$ cat config.mk
export PLATFORM = sky130hd
export DESIGN_NAME = depq_ctrl
export DESIGN_NICKNAME = d
export VERILOG_FILES = /design/src/hw/rtl/depq_pkg.sv /design/src/hw/rtl/depq_ctrl.sv
export SDC_FILE = /design/constraint.sdc
export NUM_CORES = 1
export LEC_CHECK = 0
export ABC_AREA = 1
export BUFFER_PORTS_ARGS = -buffer_cell sky130_fd_sc_hd__buf_2
export CAP_MARGIN = 30
export CORE_AREA = 3 3 40 42
export DETAILED_ROUTE_END_ITERATION = 7
export DIE_AREA = 0 0 43 45
export GPL_TIMING_DRIVEN = 0
export PLACE_DENSITY = 0.74
export SLEW_MARGIN = 0
export SYNTH_ARGS = -nofsm -noshare
export SYNTH_HDL_FRONTEND = slang
export SYNTH_SLANG_ARGS = --single-unit
$ cat constraint.sdc
create_clock -name i_clk -period 1.3 [get_ports i_clk]
set_clock_uncertainty 0.05 [all_clocks]
set_input_delay 0.26 -clock i_clk [delete_from_list [all_inputs] [get_ports i_clk]]
set_output_delay 0.26 -clock i_clk [all_outputs]
set_load 0.005 [all_outputs]
$ cat src/hw/rtl/depq_pkg.sv
// Shared types, constants and helpers for the double-ended priority queue.
`timescale 1ns / 1ps
package depq_pkg;

    localparam int SIDE_DEPTH = 512;
    localparam int KEY_BITS   = 31;
    localparam int TAG_BITS   = 16;
    localparam int IDX_W      = $clog2(SIDE_DEPTH);
    localparam int CNT_W      = $clog2(SIDE_DEPTH + 1);
    localparam int WIDE_W     = IDX_W + 2;
    localparam int OCC_W      = 11;

    localparam logic [1:0] OP_INSERT  = 2'd0;
    localparam logic [1:0] OP_POP_MIN = 2'd1;
    localparam logic [1:0] OP_POP_MAX = 2'd2;

    localparam logic [1:0] STAT_OK    = 2'd0;
    localparam logic [1:0] STAT_EMPTY = 2'd1;
    localparam logic [1:0] STAT_FULL  = 2'd2;

    typedef struct packed {
        logic [1:0]          opcode;
        logic [KEY_BITS-1:0] key;
        logic [TAG_BITS-1:0] tag;
    } t_in_item;

    typedef struct packed {
        logic [1:0]          status;
        logic [KEY_BITS-1:0] out_key;
        logic [TAG_BITS-1:0] out_tag;
        logic [OCC_W-1:0]    occupancy;
    } t_out_item;

    typedef struct packed {
        logic [KEY_BITS-1:0] key;
        logic [TAG_BITS-1:0] tag;
    } t_entry;

    typedef enum logic [3:0] {
        S_IDLE,
        S_DECODE,
        S_POP_RD0,
        S_POP_RD1,
        S_POP_MV,
        S_SD_CHK,
        S_SD_L,
        S_SD_R,
        S_SD_CMP,
        S_CLIP,
        S_CROSS,
        S_SU_CHK,
        S_SU_CMP,
        S_DONE
    } t_step;

    typedef struct packed {
        t_step step;
        logic  take;
        logic  load;
    } t_cmd;

    typedef struct packed {
        logic dec_err;
        logic dec_ins;
        logic dec_pop;
        logic direct;
        logic lone;
        logic drained;
        logic has_left;
        logic has_right;
        logic other_empty;
        logic better;
        logic clip_more;
        logic idx_zero;
        logic pend;
        logic ins;
    } t_dp_status;

    // true when key a must sit above key b on the given side (1 = max side)
    function automatic logic ahead(input logic hi, input logic [KEY_BITS-1:0] a,
                                   input logic [KEY_BITS-1:0] b);
        return hi ? (a > b) : (a < b);
    endfunction

endpackage

$ cat src/hw/rtl/depq_ctrl.sv
// Sequencing state machine for the double-ended priority queue.
`timescale 1ns / 1ps
module depq_ctrl import depq_pkg::*; (
    input  logic       i_clk,
    input  logic       i_rst_n,
    input  logic       i_in_valid,
    output logic       o_in_ready,
    input  logic       i_out_ready,
    output logic       o_out_valid,
    input  t_dp_status i_status,
    output t_cmd       o_cmd
);

    t_step r_state, n_state;
    logic  r_out_valid, n_out_valid;

    always_ff @(posedge i_clk) begin
        if (!i_rst_n) begin
            r_state     <= S_IDLE;
            r_out_valid <= 1'b0;
        end else begin
            r_state     <= n_state;
            r_out_valid <= n_out_valid;
        end
    end

    always_comb begin
        n_state    = r_state;
        o_cmd.step = r_state;
        o_cmd.take = 1'b0;
        o_cmd.load = 1'b0;
        o_in_ready = 1'b0;
        case (r_state)
            S_IDLE: begin
                o_in_ready = 1'b1;
                if (i_in_valid) begin
                    o_cmd.take = 1'b1;
                    n_state    = S_DECODE;
                end
            end
            S_DECODE: begin
                if (i_status.dec_err) begin
                    n_state = S_DONE;
                end else if (i_status.dec_ins) begin
                    n_state = i_status.direct ? S_SU_CHK : S_CLIP;
                end else if (i_status.dec_pop) begin
                    n_state = S_POP_RD0;
                end else begin
                    n_state = S_DONE;
                end
            end
            S_POP_RD0: n_state = S_POP_RD1;
            S_POP_RD1: n_state = i_status.lone ? S_DONE : S_POP_MV;
            S_POP_MV:  n_state = i_status.drained ? S_DONE : S_SD_CHK;
            S_SD_CHK: begin
                if (i_status.has_left) begin
                    n_state = S_SD_L;
                end else begin
                    n_state = i_status.other_empty ? S_DONE : S_CLIP;
                end
            end
            S_SD_L: n_state = i_status.has_right ? S_SD_R : S_SD_CMP;
            S_SD_R: n_state = S_SD_CMP;
            S_SD_CMP: begin
                if (i_status.better) begin
                    n_state = S_SD_CHK;
                end else begin
                    n_state = i_status.other_empty ? S_DONE : S_CLIP;
                end
            end
            S_CLIP: n_state = i_status.clip_more ? S_CLIP : S_CROSS;
            S_CROSS: begin
                n_state = (i_status.better || i_status.ins) ? S_SU_CHK : S_DONE;
            end
            S_SU_CHK: begin
                if (i_status.idx_zero) begin
                    n_state = i_status.pend ? S_SU_CHK : S_DONE;
                end else begin
                    n_state = S_SU_CMP;
                end
            end
            S_SU_CMP: begin
                if (i_status.better) begin
                    n_state = S_SU_CHK;
                end else begin
                    n_state = i_status.pend ? S_SU_CHK : S_DONE;
                end
            end
            S_DONE: begin
                if (!r_out_valid || i_out_ready) begin
                    o_cmd.load = 1'b1;
                    n_state    = S_IDLE;
                end
            end
            default: n_state = S_IDLE;
        endcase
    end

    always_comb begin
        if (o_cmd.load) begin
            n_out_valid = 1'b1;
        end else if (i_out_ready) begin
            n_out_valid = 1'b0;
        end else begin
            n_out_valid = r_out_valid;
        end
    end

    assign o_out_valid = r_out_valid;

endmodule

# [Word level (Yosys, flattened, before mapping)]
# Index checks and enable logic that the tools add are counted.
[op_classes] muxes=25 reduce_logical=6 n_eq_ne=15
[op_table] op="$pmux W4 S14" count=1
[op_table] op="$mux W4" count=10
[op_table] op="$eq A4 B4 Y1 const B" count=6
[op_table] op="$eq A4 B3 Y1 const B" count=4
[op_table] op="$mux W3" count=5
[op_table] op="$eq A4 B2 Y1 const B" count=2
[op_table] op="$mux W1" count=7
[op_table] op="$eq A4 B1 Y1 const B" count=1
[op_table] op="$logic_not A4 Y1" count=1
[op_table] op="$mux W2" count=2
[op_table] op="$ne A2 B2 Y1 const B" count=2
[op_table] op="$logic_or A1 B1 Y1" count=2
[op_table] op="$reduce_and A2 Y1" count=1
[op_table] op="$reduce_bool A2 Y1" count=1
[op_table] op="$logic_not A1 Y1" count=1
[totals] out_inout_bits=8 input_bits=18 regBits=5

# [Logic depth before layout (Yosys ltp)]
# Gate-level depths: netlist of run 1.
[depth] word_depth=5 mapped_depth=9 ltp_nobuf=9

# [Worst setup path before layout of run 1]
# No wires, ideal clock.
[synth_timing] path_kind="register to register" start="reg r_state[2]" end="reg r_state[2]" slack_ns=0.100 path_buffers=0 synth_period_minus_slack_ns=1.200 required_time_ns=1.141 setup_time_ns=0.109 path_stages_with_launch=10 arrival_ns=1.041 path_cell_list="dfxtp_1 inv_2 nand2_2 nor2_1 a21oi_1 nand2_1 nor2_1 nand3_1 nand2_1 inv_1"
[synth_between] elab_chain_len=3 word_cells_on_any_way=18
[synth_lines] element="start: declaration" line_no="depq_ctrl.sv:14" text="t_step r_state, n_state;"
[synth_lines] element="start signal: assignment" line_no="depq_ctrl.sv:22" text="r_state <= n_state;"
[synth_lines] element="$eq A4 B4 Y1 / $logic_not A4 Y1 (equally long branches)" line_no="depq_ctrl.sv:33" text="case (r_state)"
[synth_lines] element="$ne A2 B2 Y1 (no source line)"
[synth_lines] element="$reduce_and A2 Y1 (no source line)"
# Several ways; a longest one is shown, not always the timed one.
# A chain may end at the register's enable or synchronous reset.

==> impl_results.md, run 1 <==
- Status: complete, but fails checks
- Reg-to-Reg Start: r_state[2]
- DP Wirelength: 1315 um
- Max Cap Viol: 0
- Mapped cell area: 571.8 um2
- Mux cell area share after synthesis: 0%
- FF+latch count, synth: 5
- Number of buffers created by CTS: 3
- # nets final: 168
- Max Slew Vio Count: 0
- CP Buf/Inv Count: 1
- Crit end category: output pin
- Switch share: 48.31%
- Die Y: roughly 45 um
- CP max stage delay: 380 ps
- Clock buffer depth: 2
- Leak pwr: slightly above 0.5 nW
- Yosys warning total: 0
- H-tree lvl count: 1
- Synth Area per Inst: 5.105 um2
- Final Setup Violations: 3
- Via density: 5.207
- Area leader, netlist: nand2_1
- Slowest cell on crit path: dfxtp_4
- Syn_nets: 130
- RSZ-0062 raised after global routing: yes
- Final GP Congestion: about 0.9
- Area Growth Syn to Fin: 58.86%
- Clk pwr share: between 10% and 20%
- Post-Place Cells: between 150 and 200
- Fin cells: 164
- Cells after synthesis: 112
- Antenna cell count: 0
- DIE AREA: 1935 um2
- Post-Synth XOR/XNOR Area: 0%
- Combinational fraction of design power: 67.5%
- Iter 0 DRT Violations: 38
- F_max: 0.7420 GHz
- Post-route DRC: 0
- Synth Area in Compound Gates: between 10% and 20%
- Crit-path cells: nor2_4 -> nand2_2 -> nor2_1 -> buf_2
- TritonCTS clock tree: yes
- DRT Pass-1 Iters: 5
- Wire length per cell: 11.84 um
- Seq pwr share: 20.8%
- Simple-gate share of the synthesized area: 57.33%
- Site Rows: 13
- ANT nets after route: 0
- Synth unique cells: 18
- Clock Latency Late Sink: roughly 250 ps
- Sw Pwr: 748.6 uW
- CP delay by family, top: flip-flops
- Total track usage: 19.63%
- Final worst path period share: 103.7%
- Die width: 43 um
- Tmin final: 1348 ps
- Max VDD drop: roughly 0.86 mV
- Critical path startpoint: r_state[0]
- Post-synthesis sequential area ratio: 17.51%
- Core Region: 1285 um2
- Clock root buffer: clkbuf_4
- I/O Buffers: 25
- Initial antenna violation count: 0
- Power Dens Cells: 1706 nW/um2
- Main combinational cell family by area after synthesis: simple AND/OR/NAND/NOR gates
- Overflow after GRT: 0
- Worst slew pin tran: 258.6 ps
- Top cell type's share of synthesized area: between 20% and 30%
- Setup TNS: -101.6 ps
- Drt total wl: around 1900 um
- CP Launch Type: register
- Hold Vio Cnt, Final: 0
- Area after DPL: ~700 um2
- Post-synthesis adder-cell area fraction: 0%
- Sink Count: 5
- Final core area utilization: a little over two thirds
- Vias in the first global route: 710
- Hold Path Origin: i_rst_n
- Hold Path Class: in2reg
- Critical path required time: 990 ps
- Worst setup margin: -47.69 ps
- Crit Path Category: reg2out
- I/O pin count: 26
- Largest net degree at the start of global routing: 8
- Critical path peak fanout: 6
- Via count: roughly 850
- Internal: between 800 and 900 uW
- Starting density of the core: 44.50%
- Setup WS pre-CTS: -38.32 ps
- Most area-consuming cells after synthesis: nand2_1, dfxtp_1, nor2_1
- Share of cells above drive strength 1: 43.62%
- Final instance area: 908.4 um2
- Slew HR: ~83%
- Arr. time, crit path: 1040 ps
- Failing checks: setup timing
- Worst-path clk slew: 40 ps
- First-pass GRT wire length: 2884 um
logic make-up (layout without fill, tap and decap cells):
group,Yosys count,after routing
AND/OR/NAND/NOR,75,75
buffers and inverters,19,56
flip-flops,5,5
AO/OA/AOI/OAI,13,13
cell usage in the layout, fill, tap and decap left out, types with 2 or more instances in the layout:
master / n
nand2_4: 4
clkbuf_4: 3
buf_6: 4
o21ai_1: 2
dfxtp_4: 4
buf_2: 25
nand2_1: 28
buf_4: 5
nand3_1: 8
nor2_1: 17
nor2_4: 3
nand2_2: 4
nand3b_1: 2
inv_4: 2
o21ai_0: 6
nor2_2: 6
inv_1: 14
a21oi_1: 2
per-layer routing:
layer,global-route usage (%),vias up,wire (um)
li1,-,421,-
met5,0,-,0
met3,5.179,3,172
met2,32.04,40,974
met4,7.229,0,13
met1,25.00,390,780
per-stage QoR:
step	power, mW	hold WS (ps)
6_report	1.550	194.4
5_1_grt	1.655	207.3
4_1_cts	1.404	194.3
3_5_place_dp	0.9382	450.3
3_3_place_gp	0.9264	449.0
2_1_floorplan	0.7221	307.6
path summary, 6_finish.rpt:
kind | cells after the start | to | slack (ps)
min reg2reg | 4 | o_out_valid | 570
min | 3 | r_state[1] | 190
max | 4 | o_cmd[1] | -50
max reg2reg | 9 | r_state[0] | -20
timing repair:
item / CTS / global route
gates resized for setup: 23 / 16
setup endpoints to repair: 7 / 7
hold buffers: 0 / 0
endpoints found under the hold margin: 0 / 0
buffers inserted: 9 / 0
pin swaps: 4 / 11
state kept, by name, summed over array words and instances, names as in the netlist:
register and flops:
o_out_valid 1, r_state 4
worst reg2reg max path, delay by kind of cell, from the launching register on:
| family | cells | cell delay (ps) |
|---|---|---|
| AND/OR/NAND/NOR | 6 | 540 |
| buffers and inverters | 2 | 190 |
| flip-flops | 1 | 370 |
| AO/OA/AOI/OAI | 1 | 100 |
power by group through the flow:
stage | logic, mW | clock network, mW | registers (mW)
after detailed placement | 0.672 | 0 | 0.267
after global routing | 1.13 | 0.193 | 0.329
after global placement | 0.661 | 0 | 0.265
after CTS | 0.913 | 0.188 | 0.303
final | 1.05 | 0.182 | 0.323
after floorplan | 0.461 | 0 | 0.261
cell usage after synthesis:
master,instances
o211ai_1,1
nor2_1,23
buf_4,1
a21oi_1,3
nand3_1,8
nand2_2,1
inv_1,16
nand3b_1,2
inv_2,2
nand3_2,1
dfxtp_1,5
nand2_1,35
nor2_4,2
o21ai_0,7
o22ai_1,1
o21ai_1,1
nor3_1,2
nor2_2,1
final cells by class:
cell class	count	area, um2
multi-input combinational	88	462.9
fill	118	376.6
timing repair buffer	34	207.7
sequential	5	115.1
inverter	18	77.57
clock buffer	4	26.28
tap	15	18.77
Power figures use the tool's default switching activity.
==> inputs of run 2 (changes only) <==
Settings changed: ABC_AREA 1 to 0.
==> run 2 against run 1 <==
  * The run still ends with setup timing left
  * Global-route usage increased by 1.5 points
  * Combinational power increased by 37%
  * Wire length increased by 7.1%
  * Maximum frequency decreased by 11%
  * Core utilization increased by 2.6 points
  * Register-to-register slack got worse by 200 ps
  * Critical endpoint is now r_state[0]
  * Sequential power increased by 4%
  * Non-clock buffer count increased by 6
  * Largest cell class unchanged
  * Worst hold slack improved by 44 ps
  * Flip-flop and latch count unchanged
  * Sequential share of layout area decreased by 0.45 points
  * Critical path type is now reg2reg
==> impl_results.md, run 2 <==
- Critical path required time: 1420 ps (+430 ps)
- Arr. time, crit path: 1640 ps (+600 ps)
- Iter 0 DRT Violations: 21 (-45%)
- Leak pwr: 0.3951 nW (-24%)
- # nets final: 130 (-23%)
- Main combinational cell family by area after synthesis: compound AO/OA/AOI/OAI gates
- Total track usage: 21.15% (+1.5 points)
- Final worst path period share: 116.7% (+13 points)
- Area Growth Syn to Fin: 72.31%
- Overflow after GRT: 0 (unchanged)
- Syn_nets: 90 (-31%)
- Internal: 1.106 mW (+38%)
- F_max: 0.6591 GHz (-11%)
- Seq pwr share: 17.3% (-3.5 points)
- Clock buffer depth: 2 (unchanged)
- Vias in the first global route: 682 (-3.9%)
- Status: complete, but fails checks
- Switch share: 43.29% (-5.0 points)
- Power Dens Cells: 2069 nW/um2 (+21%)
- DIE AREA: 1935 um2 (unchanged)
- Final core area utilization: 73.32% (+2.6 points)
- Slew HR: 80.21% (-2.5 points)
- Commonest cells in the synthesized netlist: nand2b_1, dfxtp_1, nand2_1, nor2b_1, o21ai_0
- Commonest non-fill, non-tap cell in the layout: buf_2
- Mux cell area share after synthesis: 0% (unchanged)
- Pwr Total: 1.949 mW (+26%)
- Hold EP: r_state[3]
- I/O pin count: 26 (unchanged)
- Hold Path Class: in2reg
- Max VDD drop: 1.309 mV (+53%)
- Final instance area: 942.2 um2 (+3.7%)
- FF-to-FF path depth: 5 (-4)
- Synth unique cells: 38 (+20)
- Post-synthesis adder-cell area fraction: 0% (unchanged)
- Area leader, netlist: dfxtp_1
- Post-route DRC: 0 (unchanged)
- Antenna cell count: 0 (unchanged)
- Max reg flops: 4 (unchanged)
- Drt total wl: 2078 um (+7.1%)
- Simple-gate share of the synthesized area: 33.87% (-23 points)
- Failing checks: setup timing
- Largest net degree at the start of global routing: 11 (+3)
- R2r setup slk: -220 ps (-200 ps)
- Most area-consuming cells after synthesis: dfxtp_1, nand2b_1, nor2b_1
- RSZ-0062 raised after global routing: yes
- Clk pwr share: 9.1% (-2.6 points)
- Starting density of the core: 42.55% (-1.9 points)
- Initial antenna violation count: 0 (unchanged)
- ANT nets after route: 0 (unchanged)
- Synth Area per Inst: 7.594 um2 (+49%)
- Worst setup margin: -217.3 ps (-169.6 ps)
- Post-Place Cells: 112 (-26%)
- Top reg by flops: r_state
- Hold Vio Cnt, Final: 0 (unchanged)
- Yosys warning total: 0 (unchanged)
- Reg-to-Reg Start: r_state[1]
- Worst-path clk slew: 40 ps (about the same)
- First-pass GRT wire length: 3077 um (+6.7%)
- Setup TNS: -1191 ps (-1089 ps)
- Crit Path Category: reg2reg
- Met3 wire len: 110 um (-36%)
- Cts hold-fix bufs: 0 (unchanged)
- Top cell type's share of synthesized area: 18.31% (-4.7 points)
- Fin cells: 126 (-23%)
- Die Y: 45 um (unchanged)
- Clock root buffer: clkbuf_4
- Via density: 5.960 (+14%)
- Mapped cell area: 546.8 um2 (-4.4%)
- DRT Pass-1 Iters: 4 (-1)
- Via count: 751 (-12%)
- Number of buffers created by CTS: 3 (unchanged)
- Post-synth ARST share: 0% (unchanged)
- Metal-1 WL: 852 um (+9.2%)
- Dominant cell by count in the synthesized netlist: nand2b_1
- Wire length per cell: 16.49 um (+39%)
- Core Region: 1285 um2 (unchanged)
- Final Setup Violations: 7 (+4)
- H-tree lvl count: 1 (unchanged)
- Final GP Congestion: 0.8922 (-2.8%)
- Sw Pwr: 843.8 uW (+13%)
- Share of cells above drive strength 1: 55.86% (+12 points)
- DP Wirelength: 1224 um (-6.9%)
- Die width: 43 um (unchanged)
- Critical path peak fanout: 3 (-3)
- Site Rows: 13 (unchanged)
- Highest-count cells in the layout ignoring fill and taps: buf_2, buf_4, nand2b_1
- Sink Count: 5 (unchanged)
- Clock Latency Late Sink: 240 ps (about the same)
- Max Slew Vio Count: 0 (unchanged)
- Post-synthesis sequential area ratio: 18.31% (+0.80 points)
- Synth Area in Compound Gates: 39.13% (+27 points)
- Worst slew pin tran: 293.1 ps (+34.53 ps)
- Most used DFF post-synth: dfxtp_1
- Max Cap Viol: 0 (unchanged)
- Post-synth EDFFs: 0 (unchanged)
- TritonCTS clock tree: yes
- Hold Path Origin: i_rst_n
- Uppermost routed layer: met4
- Crit end category: register
- Post-Synth XOR/XNOR Area: 0% (unchanged)
- Cells after synthesis: 72 (-36%)
- Combinational fraction of design power: 73.6% (+6.1 points)
- Area after DPL: 696.9 um2 (-2.6%)
- I/O Buffers: 25 (unchanged)
- RR Endpoint: r_state[0]
- CP Launch Type: register
- WHS Path Cells: 2 (-1)
- Tmin final: 1517 ps (+169.6 ps)
- FF+latch count, synth: 5 (unchanged)
- Routed wl met2: 1076 um (+10%)
## run 2: changes by cell type in the layout (fill, tap and decap cells not counted), sizes merged, moves of 3 or more
cell    previous run  this run
nand2             36         4
nor2              26         2
inv               18         3
nand3              9         2
buf               34        40
nand2b             0         6
nor2b              0         4
a31oi              0         3
## run 2: per-stage QoR
step,setup slack [ps],hold WS (ps)
2_1_floorplan,-31.86,327.4
3_3_place_gp,-165.4,491.7
3_5_place_dp,-153.4,492.7
4_1_cts,-185.2,230.0
5_1_grt,-265.3,230.0
6_report,-217.3,238.9
## run 2: area by class of cell
type                    instances  area, um2
flip-flops and latches          5      115.1
well taps                      15      18.77
repair buffers                 36      219.0
inverters                       3      11.26
clock buffers                   4      26.28
plain buffers                   4      45.04
fillers                       102      342.8
multi-input cells              59      506.7
## run 2: power groups by stage
stage | clock network (mW) | logic [mW] | registers [mW]
after floorplan | 0 | 0.634 | 0.290
after global placement | 0 | 0.886 | 0.300
after detailed placement | 0 | 0.882 | 0.302
after CTS | 0.187 | 1.17 | 0.332
after global routing | 0.202 | 1.52 | 0.347
final | 0.177 | 1.44 | 0.337
## run 2: worst max path at each step
stage | start | endpoint | depth (start not counted)
finish | r_state[1] | r_state[0] | 5
global route | r_state[1] | r_state[0] | 5
CTS | r_state[3] | o_cmd[1] | 3
detailed placement | r_state[3] | o_cmd[0] | 5
global placement | r_state[0] | r_state[3] | 5
floorplan | r_state[2] | r_state[2] | 5
## run 2: what timing repair did
action | CTS | global route
pin swaps | 9 | 12
endpoints found under the setup margin | 7 | 8
gates cloned | 0 | 0
resized for setup | 25 | 10
setup buffers | 8 | 4
## run 2: cells by family (layout without fill, tap and decap cells)
group / after synthesis / count (layout)
flip-flops: 5 / 5
AND/OR/NAND/NOR: 29 / 29
AO/OA/AOI/OAI: 30 / 30
buffers and inverters: 8 / 47
## run 2: per-layer routing
layer / track usage, % / up-vias
met4: 11.45 / 0
met3: 1.992 / 4
met1: 27.23 / 358
li1: - / 358
met5: 0 / -
met2: 35.03 / 31
## run 2: critical path, stage by stage, from the launching register on
cell and delay [ps]:
dfxtp_4 350, buf_4 130, nand2b_1 180, or3_1 430
o311ai_4 100, o311a_1 200
==> inputs of run 3 (changes only) <==
Settings changed: CORE_AREA 3 3 40 42 to 3 3 41 43, DIE_AREA 0 0 43 45 to 0 0 44 46, PLACE_DENSITY 0.74 to 0.71.
==> run 3 against run 2 <==
  * The run still ends with setup timing left
  * Core utilization decreased by 7.2 points
  * Global-route usage decreased by 0.22 points
  * Total power decreased by 7.9%
  * Cell count fell by 4.0%
  * Critical path type is now reg2out
  * Largest cell class unchanged
  * Largest power group unchanged
  * Highest routed layer is now met3
==> impl_results.md, run 3 (synthesis results as in run 2) <==
- Cts hold-fix bufs: 0 (unchanged)
- Via density: 6.008 (+0.80%)
- Footprint of the multi-input gates: 494.2 um2 (-2.5%)
- Site Rows: 13 (unchanged)
- Iter 0 DRT Violations: 30 (+43%)
- Crit end category: output pin
- Hold Path Class: in2reg
- Number of buffers created by CTS: 3 (unchanged)
- Slowest cell on crit path: dfxtp_4
- Max Slew Vio Count: 0 (unchanged)
- Post-route DRC: 0 (unchanged)
- Failing checks: setup timing
- Final core area utilization: 66.14% (-7.2 points)
- Die width: 44 um (+2.3%)
- Worst slew pin tran: 345.9 ps (+52.79 ps)
- H-tree lvl count: 1 (unchanged)
- Antenna cell count: 0 (unchanged)
- Share of cells above drive strength 1: 52.83% (-3.0 points)
- Clock Latency Late Sink: 240 ps (about the same)
- Sink Count: 5 (unchanged)
- Initial antenna violation count: 0 (unchanged)
- Wire length per cell: 15.43 um (-6.4%)
- Crit-path cells: nor4_4 -> and2_1 -> buf_2
- Arr. time, crit path: 1170 ps (-470 ps)
- Power Dens Cells: 2035 nW/um2 (-1.6%)
- Final Setup Violations: 7 (unchanged)
- # nets final: 125 (-3.8%)
- Largest net degree at the start of global routing: 11 (unchanged)
- Max reg flops: 4 (unchanged)
- Final GP Congestion: 0.8836 (-0.96%)
- CP Launch Type: register
- Final worst path period share: 113.6% (-3.1 points)
- Crit Path Category: reg2out
- DP Wirelength: 1243 um (+1.5%)
- Register area: 112.6 um2 (-2.2%)
- Worst-path clk slew: 40 ps (about the same)
- RSZ-0062 raised after global routing: yes
- Slew HR: 76.65% (-3.6 points)
- First-pass GRT wire length: 3105 um (+0.91%)
- CP max stage delay: 370 ps (-60 ps)
- Critical path peak fanout: 7 (+4)
- Drt total wl: 1867 um (-10%)
- Area Growth Syn to Fin: 61.33%
- Worst setup margin: -177.3 ps (+39.99 ps)
- Die Y: 46 um (+2.2%)
- Setup TNS: -782.3 ps (+408.2 ps)
- Via count: 727 (-3.2%)
- I/O pin count: 26 (unchanged)
- Leak pwr: 0.3599 nW (-8.9%)
- Overflow after GRT: 0 (unchanged)
- DIE AREA: 2024 um2 (+4.6%)
- Clock buffer depth: 2 (unchanged)
- Total track usage: 20.93% (-0.22 points)
- DRT Pass-1 Iters: 4 (unchanged)
- Clock root buffer: clkbuf_4
- Fillers: 118 (+16%)
- Core Region: 1334 um2 (+3.8%)
- Max Cap Viol: 0 (unchanged)
- I/O Buffers: 25 (unchanged)
- Top reg by flops: r_state
- Commonest non-fill, non-tap cell in the layout: buf_2
- Highest-count cells in the layout ignoring fill and taps: buf_2, nand2b_1, buf_6, buf_4, nand2_1
- TritonCTS clock tree: yes
- Hold Vio Cnt, Final: 0 (unchanged)
- Max VDD drop: 1.068 mV (-18%)
- ANT nets after route: 0 (unchanged)
- Critical path required time: 990 ps (-430 ps)
- Tmin final: 1477 ps (-39.98 ps)
- Status: complete, but fails checks
- Vias in the first global route: 674 (-1.2%)
- F_max: 0.6769 GHz (+2.7%)
- Starting density of the core: 40.99% (-1.6 points)
==> run 3: path summary, 6_finish.rpt <==
path / startpoint / to / slack (ps) / cells after the start
worst max-delay path: r_state[3] / o_cmd[1] / -180 / 3
worst min-delay path: i_rst_n / r_state[1] / 250 / 2
worst max register to register: r_state[2] / r_state[0] / -140 / 5
worst min register to register: o_out_valid / o_out_valid / 540 / 2
==> run 3: area by class of cell <==
type	instances	area share, %
well taps	15	2.128
inverters	3	1.277
plain buffers	4	5.106
repair buffers	31	19.72
multi-input cells	59	56.03
flip-flops and latches	5	12.77
clock buffers	4	2.979
==> run 3: critical path, delay by kind of cell (launching register included) <==
| kind | cells | cell delay (ps) |
|---|---|---|
| DFF | 1 | 370 |
| and+or+nand+nor | 2 | 460 |
| buffers and inverters | 1 | 100 |
==> run 3: timing repair <==
item                                    CTS  global route
buffers inserted                          6             0
pin swaps                                12             4
hold endpoints to repair                  0             0
resized for setup                        31             1
endpoints found under the setup margin    7             7
==> run 3: power by group <==
| group | internal [mW] | total (mW) | switching, mW |
|---|---|---|---|
| registers | 0.237 | 0.357 | 0.120 |
| clock network | 0.116 | 0.171 | 0.0556 |
| logic | 0.656 | 1.27 | 0.611 |
| total | 1.01 | 1.80 | 0.787 |
==> run 3: per-stage QoR <==
stage | hold WS (ps) | power [mW] | std cells | setup WS (ps) | area [um2]
finish | 245.7 | 1.795 | 121 | -177.3 | 882.1
global route | 238.5 | 1.926 | 121 | -233.4 | 882.1
CTS | 231.8 | 1.760 | 121 | -189.8 | 879.6
detailed placement | 489.6 | 1.195 | 112 | -178.2 | 696.9
global placement | 495.3 | 1.191 | 112 | -154.6 | 696.9
floorplan | 327.4 | 0.9240 | 72 | -31.86 | 553.0
==> run 3: metal layers <==
metal | vias up | part of all wire (%) | GRT usage (%)
met5 | - | 0 | 0
met4 | 0 | 0 | 7.229
met3 | 0 | 7.9 | 1.581
met2 | 42 | 50 | 34.88
met1 | 338 | 42 | 28.14
li1 | 347 | - | -
